File: config.mk
export PLATFORM = sky130hd
export DESIGN_NAME = keyboard_matrix_port_scanner
export DESIGN_NICKNAME = d
export VERILOG_FILES = /design/src/rtl/kbd_scan_pkg.sv /design/src/rtl/keyboard_matrix_port_scanner.sv /design/src/rtl/kbd_scan_ctrl.sv /design/src/rtl/kbd_scan_dp.sv
export SDC_FILE = /design/constraint.sdc
export NUM_CORES = 1
export LEC_CHECK = 0
export BUFFER_PORTS_ARGS = -buffer_cell sky130_fd_sc_hd__buf_2
export CAP_MARGIN = 20
export CORE_MARGIN = 2
export CORE_UTILIZATION = 62
export DETAILED_ROUTE_END_ITERATION = 10
export GPL_TIMING_DRIVEN = 0
export PLACE_DENSITY_LB_ADDON = 0.08
export SETUP_SLACK_MARGIN = 0.05
export SLEW_MARGIN = 20
export SYNTH_ARGS = -nofsm -noshare
export SYNTH_HDL_FRONTEND = slang
export SYNTH_HIERARCHICAL = 1
export SYNTH_SLANG_ARGS = --single-unit
File: constraint.sdc
create_clock -name clk -period 7.4 [get_ports clk]
set_input_delay 1.48 -clock clk [delete_from_list [all_inputs] [get_ports clk]]
set_output_delay 1.48 -clock clk [all_outputs]
set_load 0.005 [all_outputs]
File: src/rtl/kbd_scan_pkg.sv
// Shared types, constants and the key map ROM for the keyboard matrix scanner.
// Used by kbd_scan_ctrl, kbd_scan_dp and keyboard_matrix_port_scanner.
package kbd_scan_pkg;

    // Matrix geometry
    localparam int NUM_ROWS  = 11;
    localparam int ROW_W     = (NUM_ROWS > 1) ? $clog2(NUM_ROWS) : 1;
    localparam int PAT_W     = 11;
    localparam int SCAN_ROWS = (NUM_ROWS < PAT_W) ? NUM_ROWS : PAT_W;
    localparam int PORT_A_ROWS = 8;

    // Field widths
    localparam int CMD_W  = 2;
    localparam int CODE_W = 16;
    localparam int DA_W   = 8;
    localparam int DB_W   = 3;
    localparam int DATA_W = 8;

    // Command codes
    localparam logic [CMD_W-1:0] CMD_PRESS   = 2'd0;
    localparam logic [CMD_W-1:0] CMD_RELEASE = 2'd1;
    localparam logic [CMD_W-1:0] CMD_READ    = 2'd2;

    // Register reset value and count ceiling
    localparam logic [DATA_W-1:0] REPEAT_LIMIT_RESET = 8'd3;
    localparam logic [DATA_W-1:0] COUNT_MAX          = 8'hFF;

    // Host key codes
    localparam logic [CODE_W-1:0] KEY_ENTER   = 16'hFF0D;
    localparam logic [CODE_W-1:0] KEY_UP      = 16'hFF52;
    localparam logic [CODE_W-1:0] KEY_DOWN    = 16'hFF54;
    localparam logic [CODE_W-1:0] KEY_LEFT    = 16'hFF51;
    localparam logic [CODE_W-1:0] KEY_RIGHT   = 16'hFF53;
    localparam logic [CODE_W-1:0] KEY_SHIFT_L = 16'hFFE1;
    localparam logic [CODE_W-1:0] KEY_SHIFT_R = 16'hFFE2;
    localparam logic [CODE_W-1:0] KEY_TBL_LO  = 16'h0020;
    localparam logic [CODE_W-1:0] KEY_TBL_HI  = 16'h00AF;

    // Result of a key map lookup
    typedef struct packed {
        logic       mapped;
        logic [3:0] row;
        logic [7:0] mask;
    } key_map_t;

    // Controller commands to the datapath
    typedef struct packed {
        logic capture;
        logic execute;
    } ctrl_cmd_t;

    // Key map ROM: fixed special keys plus the 0x20..0xAF table
    function automatic key_map_t key_lookup(input logic [CODE_W-1:0] code);
        key_map_t k;
        k.mapped = 1'b1;
        k.row    = 4'd0;
        k.mask   = 8'h00;
        unique case (code)
            KEY_ENTER:   begin k.row = 4'd5;  k.mask = 8'h80; end
            KEY_UP:      begin k.row = 4'd0;  k.mask = 8'h10; end
            KEY_DOWN:    begin k.row = 4'd8;  k.mask = 8'h10; end
            KEY_LEFT:    begin k.row = 4'd1;  k.mask = 8'h10; end
            KEY_RIGHT:   begin k.row = 4'd2;  k.mask = 8'h10; end
            KEY_SHIFT_L,
            KEY_SHIFT_R: begin k.row = 4'd9;  k.mask = 8'h10; end
            16'h0020:    begin k.row = 4'd4;  k.mask = 8'h80; end
            16'h0030:    begin k.row = 4'd6;  k.mask = 8'h80; end
            16'h0031:    begin k.row = 4'd0;  k.mask = 8'h02; end
            16'h0032:    begin k.row = 4'd10; k.mask = 8'h04; end
            16'h0033:    begin k.row = 4'd9;  k.mask = 8'h04; end
            16'h0034:    begin k.row = 4'd0;  k.mask = 8'h08; end
            16'h0035:    begin k.row = 4'd10; k.mask = 8'h08; end
            16'h0036:    begin k.row = 4'd9;  k.mask = 8'h08; end
            16'h0037:    begin k.row = 4'd0;  k.mask = 8'h02; end
            16'h0038:    begin k.row = 4'd10; k.mask = 8'h02; end
            16'h0039:    begin k.row = 4'd9;  k.mask = 8'h02; end
            16'h0061:    begin k.row = 4'd10; k.mask = 8'h40; end
            16'h0062:    begin k.row = 4'd1;  k.mask = 8'h80; end
            16'h0063:    begin k.row = 4'd8;  k.mask = 8'h80; end
            16'h0064:    begin k.row = 4'd8;  k.mask = 8'h40; end
            16'h0065:    begin k.row = 4'd8;  k.mask = 8'h20; end
            16'h0066:    begin k.row = 4'd0;  k.mask = 8'h40; end
            16'h0067:    begin k.row = 4'd1;  k.mask = 8'h40; end
            16'h0068:    begin k.row = 4'd2;  k.mask = 8'h40; end
            16'h0069:    begin k.row = 4'd4;  k.mask = 8'h20; end
            16'h006A:    begin k.row = 4'd3;  k.mask = 8'h40; end
            16'h006B:    begin k.row = 4'd4;  k.mask = 8'h40; end
            16'h006C:    begin k.row = 4'd5;  k.mask = 8'h40; end
            16'h006D:    begin k.row = 4'd3;  k.mask = 8'h80; end
            16'h006E:    begin k.row = 4'd2;  k.mask = 8'h80; end
            16'h006F:    begin k.row = 4'd2;  k.mask = 8'h08; end
            16'h0070:    begin k.row = 4'd1;  k.mask = 8'h08; end
            16'h0071:    begin k.row = 4'd10; k.mask = 8'h20; end
            16'h0072:    begin k.row = 4'd0;  k.mask = 8'h20; end
            16'h0073:    begin k.row = 4'd9;  k.mask = 8'h40; end
            16'h0074:    begin k.row = 4'd1;  k.mask = 8'h20; end
            16'h0075:    begin k.row = 4'd3;  k.mask = 8'h20; end
            16'h0076:    begin k.row = 4'd0;  k.mask = 8'h80; end
            16'h0077:    begin k.row = 4'd9;  k.mask = 8'h20; end
            16'h0078:    begin k.row = 4'd9;  k.mask = 8'h80; end
            16'h0079:    begin k.row = 4'd2;  k.mask = 8'h20; end
            16'h007A:    begin k.row = 4'd10; k.mask = 8'h80; end
            16'h00AC:    begin k.row = 4'd8;  k.mask = 8'h10; end
            16'h00AD:    begin k.row = 4'd2;  k.mask = 8'h10; end
            16'h00AE:    begin k.row = 4'd0;  k.mask = 8'h10; end
            16'h00AF:    begin k.row = 4'd1;  k.mask = 8'h10; end
            default:
            begin
                // empty table slots map to nothing; outside the table is unmapped
                if (code < KEY_TBL_LO || code > KEY_TBL_HI)
                begin
                    k.mapped = 1'b0;
                end
            end
        endcase
        return k;
    endfunction

endpackage

File: src/rtl/keyboard_matrix_port_scanner.sv
// Top level of the keyboard matrix scanner: joins controller and datapath.
// Depends on kbd_scan_pkg, kbd_scan_ctrl and kbd_scan_dp.
//
// Usage:
//   Command channel: an item (command, key_code, drive_a, drive_b) is taken
//   at a rising edge with start high and busy low. Press and release set or
//   clear one bit of the key matrix image through the key map ROM; a read
//   returns the lowest driven row, gated by the repeat tracker.
//   Result channel: done is high for exactly one cycle with read_data and
//   key_ignored valid in that cycle. The receiver cannot stall the block.
//   An item taken in ST_IDLE executes in ST_EXEC, and done is registered as
//   it leaves ST_EXEC. busy is high for the single execute cycle, in which
//   the key map lookup, the row select and the tracker update are done.
//   A new item may start in the same cycle done is shown; none while busy.
//   Configuration: repeat_limit is written through cfg_valid/cfg_ready/
//   cfg_data; cfg_ready is high whenever the block is not busy.
//   Reset: rst_n clears the matrix image and the repeat tracker, sets
//   repeat_limit to 3 and leaves the block idle with done low.
module keyboard_matrix_port_scanner (
    input  logic                                clk,
    input  logic                                rst_n,
    input  logic                                start,
    output logic                                busy,
    input  logic [kbd_scan_pkg::CMD_W-1:0]      command,
    input  logic [kbd_scan_pkg::CODE_W-1:0]     key_code,
    input  logic [kbd_scan_pkg::DA_W-1:0]       drive_a,
    input  logic [kbd_scan_pkg::DB_W-1:0]       drive_b,
    output logic                                done,
    output logic [kbd_scan_pkg::DATA_W-1:0]     read_data,
    output logic                                key_ignored,
    input  logic                                cfg_valid,
    output logic                                cfg_ready,
    input  logic [kbd_scan_pkg::DATA_W-1:0]     cfg_data
);

    kbd_scan_pkg::ctrl_cmd_t ctrl_cmd;
    logic                    busy_int;
    logic                    cfg_write;

    // Accept configuration writes while not executing
    assign cfg_ready = ~busy_int;
    assign cfg_write = cfg_valid & ~busy_int;
    assign busy      = busy_int;

    kbd_scan_ctrl u_ctrl (
        .clk   (clk),
        .rst_n (rst_n),
        .start (start),
        .busy  (busy_int),
        .done  (done),
        .cmd   (ctrl_cmd)
    );

    kbd_scan_dp u_dp (
        .clk         (clk),
        .rst_n       (rst_n),
        .cmd         (ctrl_cmd),
        .command     (command),
        .key_code    (key_code),
        .drive_a     (drive_a),
        .drive_b     (drive_b),
        .cfg_write   (cfg_write),
        .cfg_data    (cfg_data),
        .read_data   (read_data),
        .key_ignored (key_ignored)
    );

endmodule

File: src/rtl/kbd_scan_ctrl.sv
// Controller for the keyboard matrix scanner: accept, execute, signal done.
// Depends on kbd_scan_pkg.
module kbd_scan_ctrl (
    input  logic                    clk,
    input  logic                    rst_n,
    input  logic                    start,
    output logic                    busy,
    output logic                    done,
    output kbd_scan_pkg::ctrl_cmd_t cmd
);

    typedef enum logic {
        ST_IDLE,
        ST_EXEC
    } state_t;

    state_t state_reg, state_next;
    logic   done_reg, done_next;

    // Decode commands to the datapath
    always_comb
    begin
        cmd.capture = (state_reg == ST_IDLE) && start;
        cmd.execute = (state_reg == ST_EXEC);
    end

    // Next state: each accepted item goes through ST_EXEC, then back to idle
    always_comb
    begin
        state_next = state_reg;
        done_next  = 1'b0;
        unique case (state_reg)
            ST_IDLE:
            begin
                if (start)
                begin
                    state_next = ST_EXEC;
                end
            end
            ST_EXEC:
            begin
                state_next = ST_IDLE;
                done_next  = 1'b1;
            end
            default:
            begin
                state_next = ST_IDLE;
            end
        endcase
    end

    // Hold state and the done strobe
    always_ff @(posedge clk or negedge rst_n)
    begin
        if (!rst_n)
        begin
            state_reg <= ST_IDLE;
            done_reg  <= 1'b0;
        end
        else
        begin
            state_reg <= state_next;
            done_reg  <= done_next;
        end
    end

    assign busy = (state_reg == ST_EXEC);
    assign done = done_reg;

endmodule

File: src/rtl/kbd_scan_dp.sv
// Datapath for the keyboard matrix scanner: matrix image, repeat tracker,
// key map lookup, row select and result registers. Depends on kbd_scan_pkg.
module kbd_scan_dp (
    input  logic                                    clk,
    input  logic                                    rst_n,
    input  kbd_scan_pkg::ctrl_cmd_t                 cmd,
    input  logic [kbd_scan_pkg::CMD_W-1:0]          command,
    input  logic [kbd_scan_pkg::CODE_W-1:0]         key_code,
    input  logic [kbd_scan_pkg::DA_W-1:0]           drive_a,
    input  logic [kbd_scan_pkg::DB_W-1:0]           drive_b,
    input  logic                                    cfg_write,
    input  logic [kbd_scan_pkg::DATA_W-1:0]         cfg_data,
    output logic [kbd_scan_pkg::DATA_W-1:0]         read_data,
    output logic                                    key_ignored
);

    // Captured item
    logic [kbd_scan_pkg::CMD_W-1:0]  cmd_reg;
    logic [kbd_scan_pkg::CODE_W-1:0] code_reg;
    logic [kbd_scan_pkg::DA_W-1:0]   da_reg;
    logic [kbd_scan_pkg::DB_W-1:0]   db_reg;

    // Block state
    logic [kbd_scan_pkg::DATA_W-1:0] matrix_reg [kbd_scan_pkg::NUM_ROWS];
    logic [kbd_scan_pkg::DATA_W-1:0] matrix_next [kbd_scan_pkg::NUM_ROWS];
    logic [kbd_scan_pkg::PAT_W-1:0]  last_pat_reg, last_pat_next;
    logic [kbd_scan_pkg::DATA_W-1:0] last_bits_reg, last_bits_next;
    logic [kbd_scan_pkg::DATA_W-1:0] count_reg, count_next;
    logic [kbd_scan_pkg::DATA_W-1:0] limit_reg;
    logic [kbd_scan_pkg::DATA_W-1:0] read_data_reg, read_data_next;
    logic                            key_ignored_reg, key_ignored_next;

    // Working signals
    kbd_scan_pkg::key_map_t          lk;
    logic                            row_ok;
    logic [kbd_scan_pkg::PAT_W-1:0]  pattern;
    logic                            found;
    logic [kbd_scan_pkg::ROW_W-1:0]  sel;
    logic [kbd_scan_pkg::DATA_W-1:0] bits;
    logic [kbd_scan_pkg::DATA_W-1:0] base_count;
    logic [kbd_scan_pkg::DATA_W-1:0] new_count;
    logic [kbd_scan_pkg::DATA_W-1:0] val;

    // Look up the key and find the lowest driven row
    always_comb
    begin
        lk      = kbd_scan_pkg::key_lookup(code_reg);
        row_ok  = ({1'b0, lk.row} < 5'(kbd_scan_pkg::NUM_ROWS));
        pattern = {db_reg, da_reg};
        found   = 1'b0;
        sel     = '0;
        for (int i = kbd_scan_pkg::SCAN_ROWS - 1; i >= 0; i--)
        begin
            if (pattern[i])
            begin
                found = 1'b1;
                sel   = kbd_scan_pkg::ROW_W'(i);
            end
        end
        bits = matrix_reg[sel];
    end

    // Work out the repeat count and the value read
    always_comb
    begin
        if (last_pat_reg != pattern || last_bits_reg != bits)
        begin
            base_count = '0;
        end
        else
        begin
            base_count = count_reg;
        end
        if (bits != '0)
        begin
            new_count = (base_count < kbd_scan_pkg::COUNT_MAX) ?
                        base_count + 8'd1 : base_count;
        end
        else
        begin
            new_count = count_reg;
        end
        val = (new_count < limit_reg) ? bits : '0;
        if ({1'b0, sel} < 5'(kbd_scan_pkg::PORT_A_ROWS))
        begin
            val = val | da_reg;
        end
    end

    // Apply the item to state and form the result
    always_comb
    begin
        for (int i = 0; i < kbd_scan_pkg::NUM_ROWS; i++)
        begin
            matrix_next[i] = matrix_reg[i];
        end
        last_pat_next    = last_pat_reg;
        last_bits_next   = last_bits_reg;
        count_next       = count_reg;
        read_data_next   = '0;
        key_ignored_next = 1'b0;

        if (cmd_reg == kbd_scan_pkg::CMD_PRESS || cmd_reg == kbd_scan_pkg::CMD_RELEASE)
        begin
            if (cmd_reg == kbd_scan_pkg::CMD_RELEASE)
            begin
                last_pat_next  = '0;
                last_bits_next = '0;
                count_next     = '0;
            end
            if (!lk.mapped)
            begin
                key_ignored_next = 1'b1;
            end
            else if (row_ok)
            begin
                if (cmd_reg == kbd_scan_pkg::CMD_PRESS)
                begin
                    matrix_next[lk.row[kbd_scan_pkg::ROW_W-1:0]] =
                        matrix_reg[lk.row[kbd_scan_pkg::ROW_W-1:0]] | lk.mask;
                end
                else
                begin
                    matrix_next[lk.row[kbd_scan_pkg::ROW_W-1:0]] =
                        matrix_reg[lk.row[kbd_scan_pkg::ROW_W-1:0]] & ~lk.mask;
                end
            end
        end
        else if (cmd_reg == kbd_scan_pkg::CMD_READ)
        begin
            if (found)
            begin
                read_data_next = val;
                count_next     = new_count;
                if (bits != '0)
                begin
                    last_pat_next  = pattern;
                    last_bits_next = bits;
                end
            end
        end
    end

    // Capture the item
    always_ff @(posedge clk)
    begin
        if (cmd.capture)
        begin
            cmd_reg  <= command;
            code_reg <= key_code;
            da_reg   <= drive_a;
            db_reg   <= drive_b;
        end
    end

    // Update state and results on execute; take configuration writes
    always_ff @(posedge clk or negedge rst_n)
    begin
        if (!rst_n)
        begin
            for (int i = 0; i < kbd_scan_pkg::NUM_ROWS; i++)
            begin
                matrix_reg[i] <= '0;
            end
            last_pat_reg    <= '0;
            last_bits_reg   <= '0;
            count_reg       <= '0;
            limit_reg       <= kbd_scan_pkg::REPEAT_LIMIT_RESET;
            read_data_reg   <= '0;
            key_ignored_reg <= 1'b0;
        end
        else
        begin
            if (cfg_write)
            begin
                limit_reg <= cfg_data;
            end
            if (cmd.execute)
            begin
                for (int i = 0; i < kbd_scan_pkg::NUM_ROWS; i++)
                begin
                    matrix_reg[i] <= matrix_next[i];
                end
                last_pat_reg    <= last_pat_next;
                last_bits_reg   <= last_bits_next;
                count_reg       <= count_next;
                read_data_reg   <= read_data_next;
                key_ignored_reg <= key_ignored_next;
            end
        end
    end

    assign read_data   = read_data_reg;
    assign key_ignored = key_ignored_reg;

endmodule
==> flow_summary.toml, run 1 <==
[status]
status = "complete, no violations"

[worst_setup_path]
crit_path_end_kind = "register"
critical_path.max_fanout = 10
critPathKind = "reg -> reg"
r2r_start = "u_dp/da_reg[6]$_DFFE_PP_"
worst_path_most_repeated_cell = "nor2_1"
cp_data_arrival_time_ps = 7350
start_kind = "register"
crit_path_max_incr_delay_ps = 550
cp_slowest_cell = "or4b_4"
crit_start = "u_dp/da_reg[6]$_DFFE_PP_"
worst_ep_required_time_ps = 7760

[clocking]
hold_buffers = 0
clkTransAtPathRegs_ps = 60
cts_made_buffers = 17
clock_latency_ps = 420
clock_sinks = 163
cts_buffer_depth = 2
cts_tree = "yes"
root_buffer = "clkbuf_16"
cts_max_level = 4

[global_route]
grt_use_met2_pct = 47.3
met3_usage_pct = 8.14
gr-usage-met1_pct = 44.0
top_usage_layer = "met2"
grt_max_degree = 71
grt_pass1_vias = 7318
grt_pass1_wl_um = 39200
overflow = 0
track_usage_pct = 31.1
grt_antenna_before_repair = 0

[sta]
slew_violations = 0
skew_ps = 8.09
fin_crit_ps = 7000
fin_tns_setup_ps = 0
fmax_mhz = 143
layout_setup_ws_ps = 402
max-slew-margin-rel_pct = 45.0
finalSetupViolCount = 0
tightest_slew_ps = 804
rsz0062_at_grt = "no"
hold_violations = 0
final.period_utilization_pct = 94.6

[die]
dieWidth_um = 126
ios = 53
fp.coreArea_um2 = 14600
dieArea_um2 = 16000
initial_core_util_pct = 63.6
fp-row-count = 44
die_h_um = 126

[synthesis]
netlist_area_um2 = 9280
synth-main-ff-cell = "dfrtp_1"
synthCells = 920
ys_types = 90
synth_largest_area_cell = "dfrtp_1"
synth_edf_count = 29
synthTopCellsByArea = "dfrtp_1, edfxtp_1, mux2_2, mux2i_1, nand2_1"
netlist.area_leader.share_pct = 35.6
ys_seq_area_share_pct = 45.5
ys_ff_latch = 163
ys_warn_count = 6
async_reset_ff_share_pct = 82.2
syn_nets = 972
syn_avg_cell_area_um2 = 10.1

[layout]
nFillCells = 1054
syn_to_final_growth_pct = 15.6
nNetsFinal = 1059
diodes = 0
final_util_pct = 73.6
layout.cells.non_filler = 1204
largest_reg_flops = 77
drive_gt1_share_pct = 22.6

[detailed_routing]
vias = 7711
via_per_inst = 6.40
drtAntennaViolNets = 0
drc = 0
drt_iter0_drc = 847
wl_per_cell_um = 20.3
drt-total-wl_um = 24400
drt-pass1-iter-count = 6

[power]
peakVddDrop_mv = 0.252
cellLeakagePower_nw = 4.67
power_density_nw_per_um2 = 194

[placed_design]
hpwl_um = 17300
gp_congestion = 0.971
placed_cells = 1158
dpl_worst_slack_ps = -197
numPortBuffers = 52

[worst_hold_path]
hp-class = "reg -> reg"

[job]
maxCapViolations = 0
## per-layer routing
layer | up-vias | routed length (um)
met1 | 3750 | 10300
met5 | - | 0
met2 | 397 | 11400
met3 | 47 | 2160
met4 | 0 | 592
li1 | 3517 | -
## cell usage in the layout, fill, tap and decap left out, types with 6 or more instances in the layout
cell / synthesis / routed
nor2_1: 49 / 48
and2_1: 8 / 8
dfrtp_1: 132 / 132
a21oi_1: 33 / 32
nor3_1: 12 / 12
nand4_1: 13 / 13
buf_2: 9 / 59
mux2i_1: 47 / 44
nand3_1: 24 / 23
xnor2_1: 6 / 6
inv_1: 31 / 31
o22ai_1: 6 / 6
edfxtp_1: 29 / 29
a22o_1: 18 / 18
mux2_2: 50 / 50
xor2_1: 16 / 16
a22oi_1: 9 / 6
nand2_1: 81 / 81
a211oi_1: 10 / 7
buf_4: 7 / 21
clkbuf_1: 75 / 73
ha_1: 11 / 10
clkbuf_16: 0 / 18
o211ai_1: 9 / 9
nand2b_1: 14 / 14
o31ai_1: 8 / 7
nor2b_1: 22 / 22
and3_1: 9 / 6
o21ai_0: 36 / 36
o2111ai_1: 8 / 7
a31oi_1: 9 / 9
a221o_1: 12 / 12
nor4_1: 10 / 8
or2_2: 6 / 6
## final timing paths
path	slack, ps	endpoint	depth (start not counted)
worst min register to register	450	register	1
worst min-delay path	450	register	1
worst max-delay path	400	u_dp/read_data[0]$_DFFE_PN0P_	33
worst max register to register	400	u_dp/read_data[0]$_DFFE_PN0P_	33
max in group asynchronous	5710	u_dp/matrix_reg[29]$_DFFE_PN0P_	2
min in group asynchronous	980	u_dp/limit_reg[6]$_DFFE_PN0P_	1
## cell type report
type	instances	area, um2	area share, %
Clock buffer	18	429	4.00
Timing Repair Buffer	70	459	4.28
Sequential cell	163	4230	39.4
Tap cell	184	230	2.15
Buffer	100	479	4.47
Inverter	33	125	1.17
Multi-Input combinational cell	622	4630	43.1
Clock inverter	14	151	1.41
## synthesized netlist by cell type (all sizes together), types with 5 or more instances
cell     instances
a32oi            5
and3            10
a22oi            9
inv             31
a211oi          11
xnor2            6
edfxtp          29
o31ai            8
nor2b           23
nor4            12
buf             27
dfrtp          132
a21oi           35
a22o            18
nand2b          14
a31oi            9
xor2            16
o22ai            7
or2              8
mux2            50
nor3            12
o2111ai          8
clkbuf          75
a221o           12
o21ai           38
a221oi           6
nand3           24
nand4           14
o211ai           9
ha              11
mux2i           47
and2             8
nand2           82
or3              5
nor2            50
## where the power goes
part / internal (mW) / total, mW / switching [mW]
Combinational: 0.0978 / 0.235 / 0.137
Clock: 0.501 / 0.870 / 0.369
Sequential: 0.953 / 0.980 / 0.0269
Total: 1.55 / 2.08 / 0.533
## repair_timing
action,in CTS,in global routing
setup buffers,7,8
pin swaps,4,10
gates resized for setup,12,24
setup endpoints to repair,8,8
cloned,0,1
## logic make-up after synthesis
| group | synth area share [%] |
|---|---|
| AND/OR/NAND/NOR | 15.7 |
| AO/OA/AOI/OAI | 16.7 |
| flip-flops | 45.5 |
| buffers and inverters | 6.36 |
| multiplexers | 12.1 |
| XOR/XNOR | 2.08 |
| adder cells (fa/ha/maj) | 1.48 |
## worst max-delay path, delay by kind of cell (launching register included)
family	cells	cell delay, ps
AO/OA/AOI/OAI	6	1330
XOR/XNOR	1	200
adder cells (fa/ha/maj)	2	480
buffers and inverters	6	870
flip-flops	1	370
multiplexers	2	390
AND/OR/NAND/NOR	16	3270
## per-stage QoR
step,hold slack [ps],area (um2),power (mW)
global placement,434,9770,1.21
finish,449,10700,2.08
CTS,456,10500,2.08
detailed placement,442,9830,1.21
floorplan,424,9280,1.13
global route,472,10700,2.16
No activity file was read; power rests on OpenSTA's default activity.
==> run 2, diff against run 1 <==
BUFFER_PORTS_ARGS = default   (was -buffer_cell sky130_fd_sc_hd__buf_2)
CORE_UTILIZATION = 64   (was 62)
DONT_BUFFER_PORTS = 1   (was default)
==> run 2 against run 1 <==
  * Flip-flop and latch count unchanged
  * Maximum frequency decreased by 2.2%
  * Die area decreased by 3.0%
  * Clock-buffer cell count is 1 lower
  * Cell count decreased by 4.4%
  * Critical endpoint is now u_dp/read_data[2]$_DFFE_PN0P_
  * Largest power group unchanged
  * Critical path depth down 2
  * First-iteration DRC count grew 13%
  * Sequential share of layout area is 1.3 points higher
  * Critical path type unchanged
  * Worst setup slack worse by 160 ps
  * Sequential power about the same
==> flow_summary.toml, run 2 (synthesis gave the netlist of run 1 again) <==
[worst_setup_path]
start_kind = "register"
r2r_setup_slack_ps = 240
crit_start = "u_dp/da_reg[7]$_DFFE_PP_"
r2r_start = "u_dp/da_reg[7]$_DFFE_PP_"
worst_ep_required_time_ps = 7760
cp_slowest_cell = "or4b_4"
critical_path.max_fanout = 10
worst_path_most_repeated_cell = "nor2_1"
crit_end = "u_dp/read_data[2]$_DFFE_PN0P_"
critPathKind = "reg -> reg"
r2r_cells = 31
cp_data_arrival_time_ps = 7520
reg2reg_to = "u_dp/read_data[2]$_DFFE_PN0P_"
crit_path_end_kind = "register"
crit_path_max_incr_delay_ps = 550

[layout]
final_util_pct = 72.3
layout_commonest_cell = "dfrtp_1"
largest_reg_flops = 77
nNetsFinal = 1005
postLayoutCellArea_um2 = 10400
layout.cells.non_filler = 1151
drive_gt1_share_pct = 18.2
syn_to_final_growth_pct = 11.9
layout_common_cells = "dfrtp_1, nand2_1, clkbuf_1, mux2_2, nor2_1"

[clocking]
cts_made_buffers = 17
clock_sinks = 163
cts_buffer_depth = 2
hold_buffers = 0
root_buffer = "clkbuf_16"
clock_latency_ps = 430
clkTransAtPathRegs_ps = 70
cts_tree = "yes"
cts_max_level = 4

[detailed_routing]
drtAntennaViolNets = 0
via_per_inst = 6.70
wl_per_cell_um = 22.1
drt-pass1-iter-count = 7
vias = 7709
drc = 0
drt_iter0_drc = 961
drt-total-wl_um = 25400

[job]
maxCapViolations = 0

[placed_design]
gp_congestion = 0.939
placed_cells = 1104
hpwl_um = 17600
numPortBuffers = 0
place_area_um2 = 9510

[power]
clkPwrFrac_pct = 42.6
peakVddDrop_mv = 0.210
swShare_pct = 26.8
internal-power_mw = 1.52
comb_power_share_pct = 10.0
power_density_nw_per_um2 = 199
p_seq_share_pct = 47.4
p_switching_mw = 0.555
cellLeakagePower_nw = 4.42

[sta]
whs_ps = 453
fin_tns_setup_ps = 0
fin_crit_ps = 7160
tightest_slew_ps = 1020
max-slew-margin-rel_pct = 30.9
final.period_utilization_pct = 96.7
fmax_mhz = 140
hold_violations = 0
finalSetupViolCount = 0
skew_ps = 10.0
slew_violations = 0

[die]
die_h_um = 124
dieArea_um2 = 15500
ios = 53
initial_core_util_pct = 64.6
fp-row-count = 44
dieWidth_um = 124
fp.coreArea_um2 = 14400

[global_route]
grt_max_degree = 135
grt_pass1_wl_um = 39700
track_usage_pct = 32.5
overflow = 0
grt_antenna_before_repair = 1
grt_pass1_vias = 7271

[worst_hold_path]
hp-class = "reg -> reg"

[status]
status = "complete, no violations"
## run 2: power by group through the flow
stage | clock network, mW | logic (mW) | registers [mW]
after floorplan | 0 | 0.145 | 0.989
after global placement | 0 | 0.180 | 0.995
after detailed placement | 0 | 0.186 | 0.997
after CTS | 0.892 | 0.194 | 0.980
after global routing | 0.941 | 0.222 | 0.984
final | 0.883 | 0.208 | 0.981
## run 2: per-stage QoR
step | total power [mW] | worst slack [ps]
2_1_floorplan | 1.13 | 851
3_3_place_gp | 1.18 | -165
3_5_place_dp | 1.18 | -291
4_1_cts | 2.07 | 63.7
5_1_grt | 2.15 | -1.60
6_report | 2.07 | 241
## run 2: repair_timing
item	CTS	global route
cloned	0	1
resized for setup	12	20
pin swaps	4	10
setup endpoints to repair	8	8
setup buffers	8	6
## run 2: worst min-delay path by stage
stage	depth (start not counted)	endpoint	slack (ps)	start
floorplan	1	register	420	register
global placement	1	register	440	register
detailed placement	1	register	440	register
CTS	1	register	460	register
global route	1	register	470	register
finish	1	register	450	register
## run 2: layout make-up
| type | instances | area (um2) |
|---|---|---|
| Fill cell | 993 | 3980 |
| Inverter | 33 | 125 |
| Sequential cell | 163 | 4230 |
| Tap cell | 184 | 230 |
| Clock inverter | 15 | 163 |
| Antenna cell | 1 | 2.50 |
| Clock buffer | 17 | 425 |
| Timing Repair Buffer | 15 | 143 |
| Buffer | 101 | 473 |
| Multi-Input combinational cell | 622 | 4600 |
## run 2: layer usage
layer / vias up / global-route usage [%] / part of all wire [%]
li1: 3416 / - / -
met2: 488 / 50.5 / 48
met1: 3739 / 45.4 / 41
met3: 66 / 7.65 / 9.0
met4: 0 / 10.8 / 2.4
met5: - / 0 / 0
## run 2: critical path: cells and delay by family, from the launching register on
kind            cells  cell delay (ps)
buf+inv             4              780
flops               1              500
mux                 2              600
compound gates      7             1800
simple gates       16             2900
fa+ha+maj           2              510
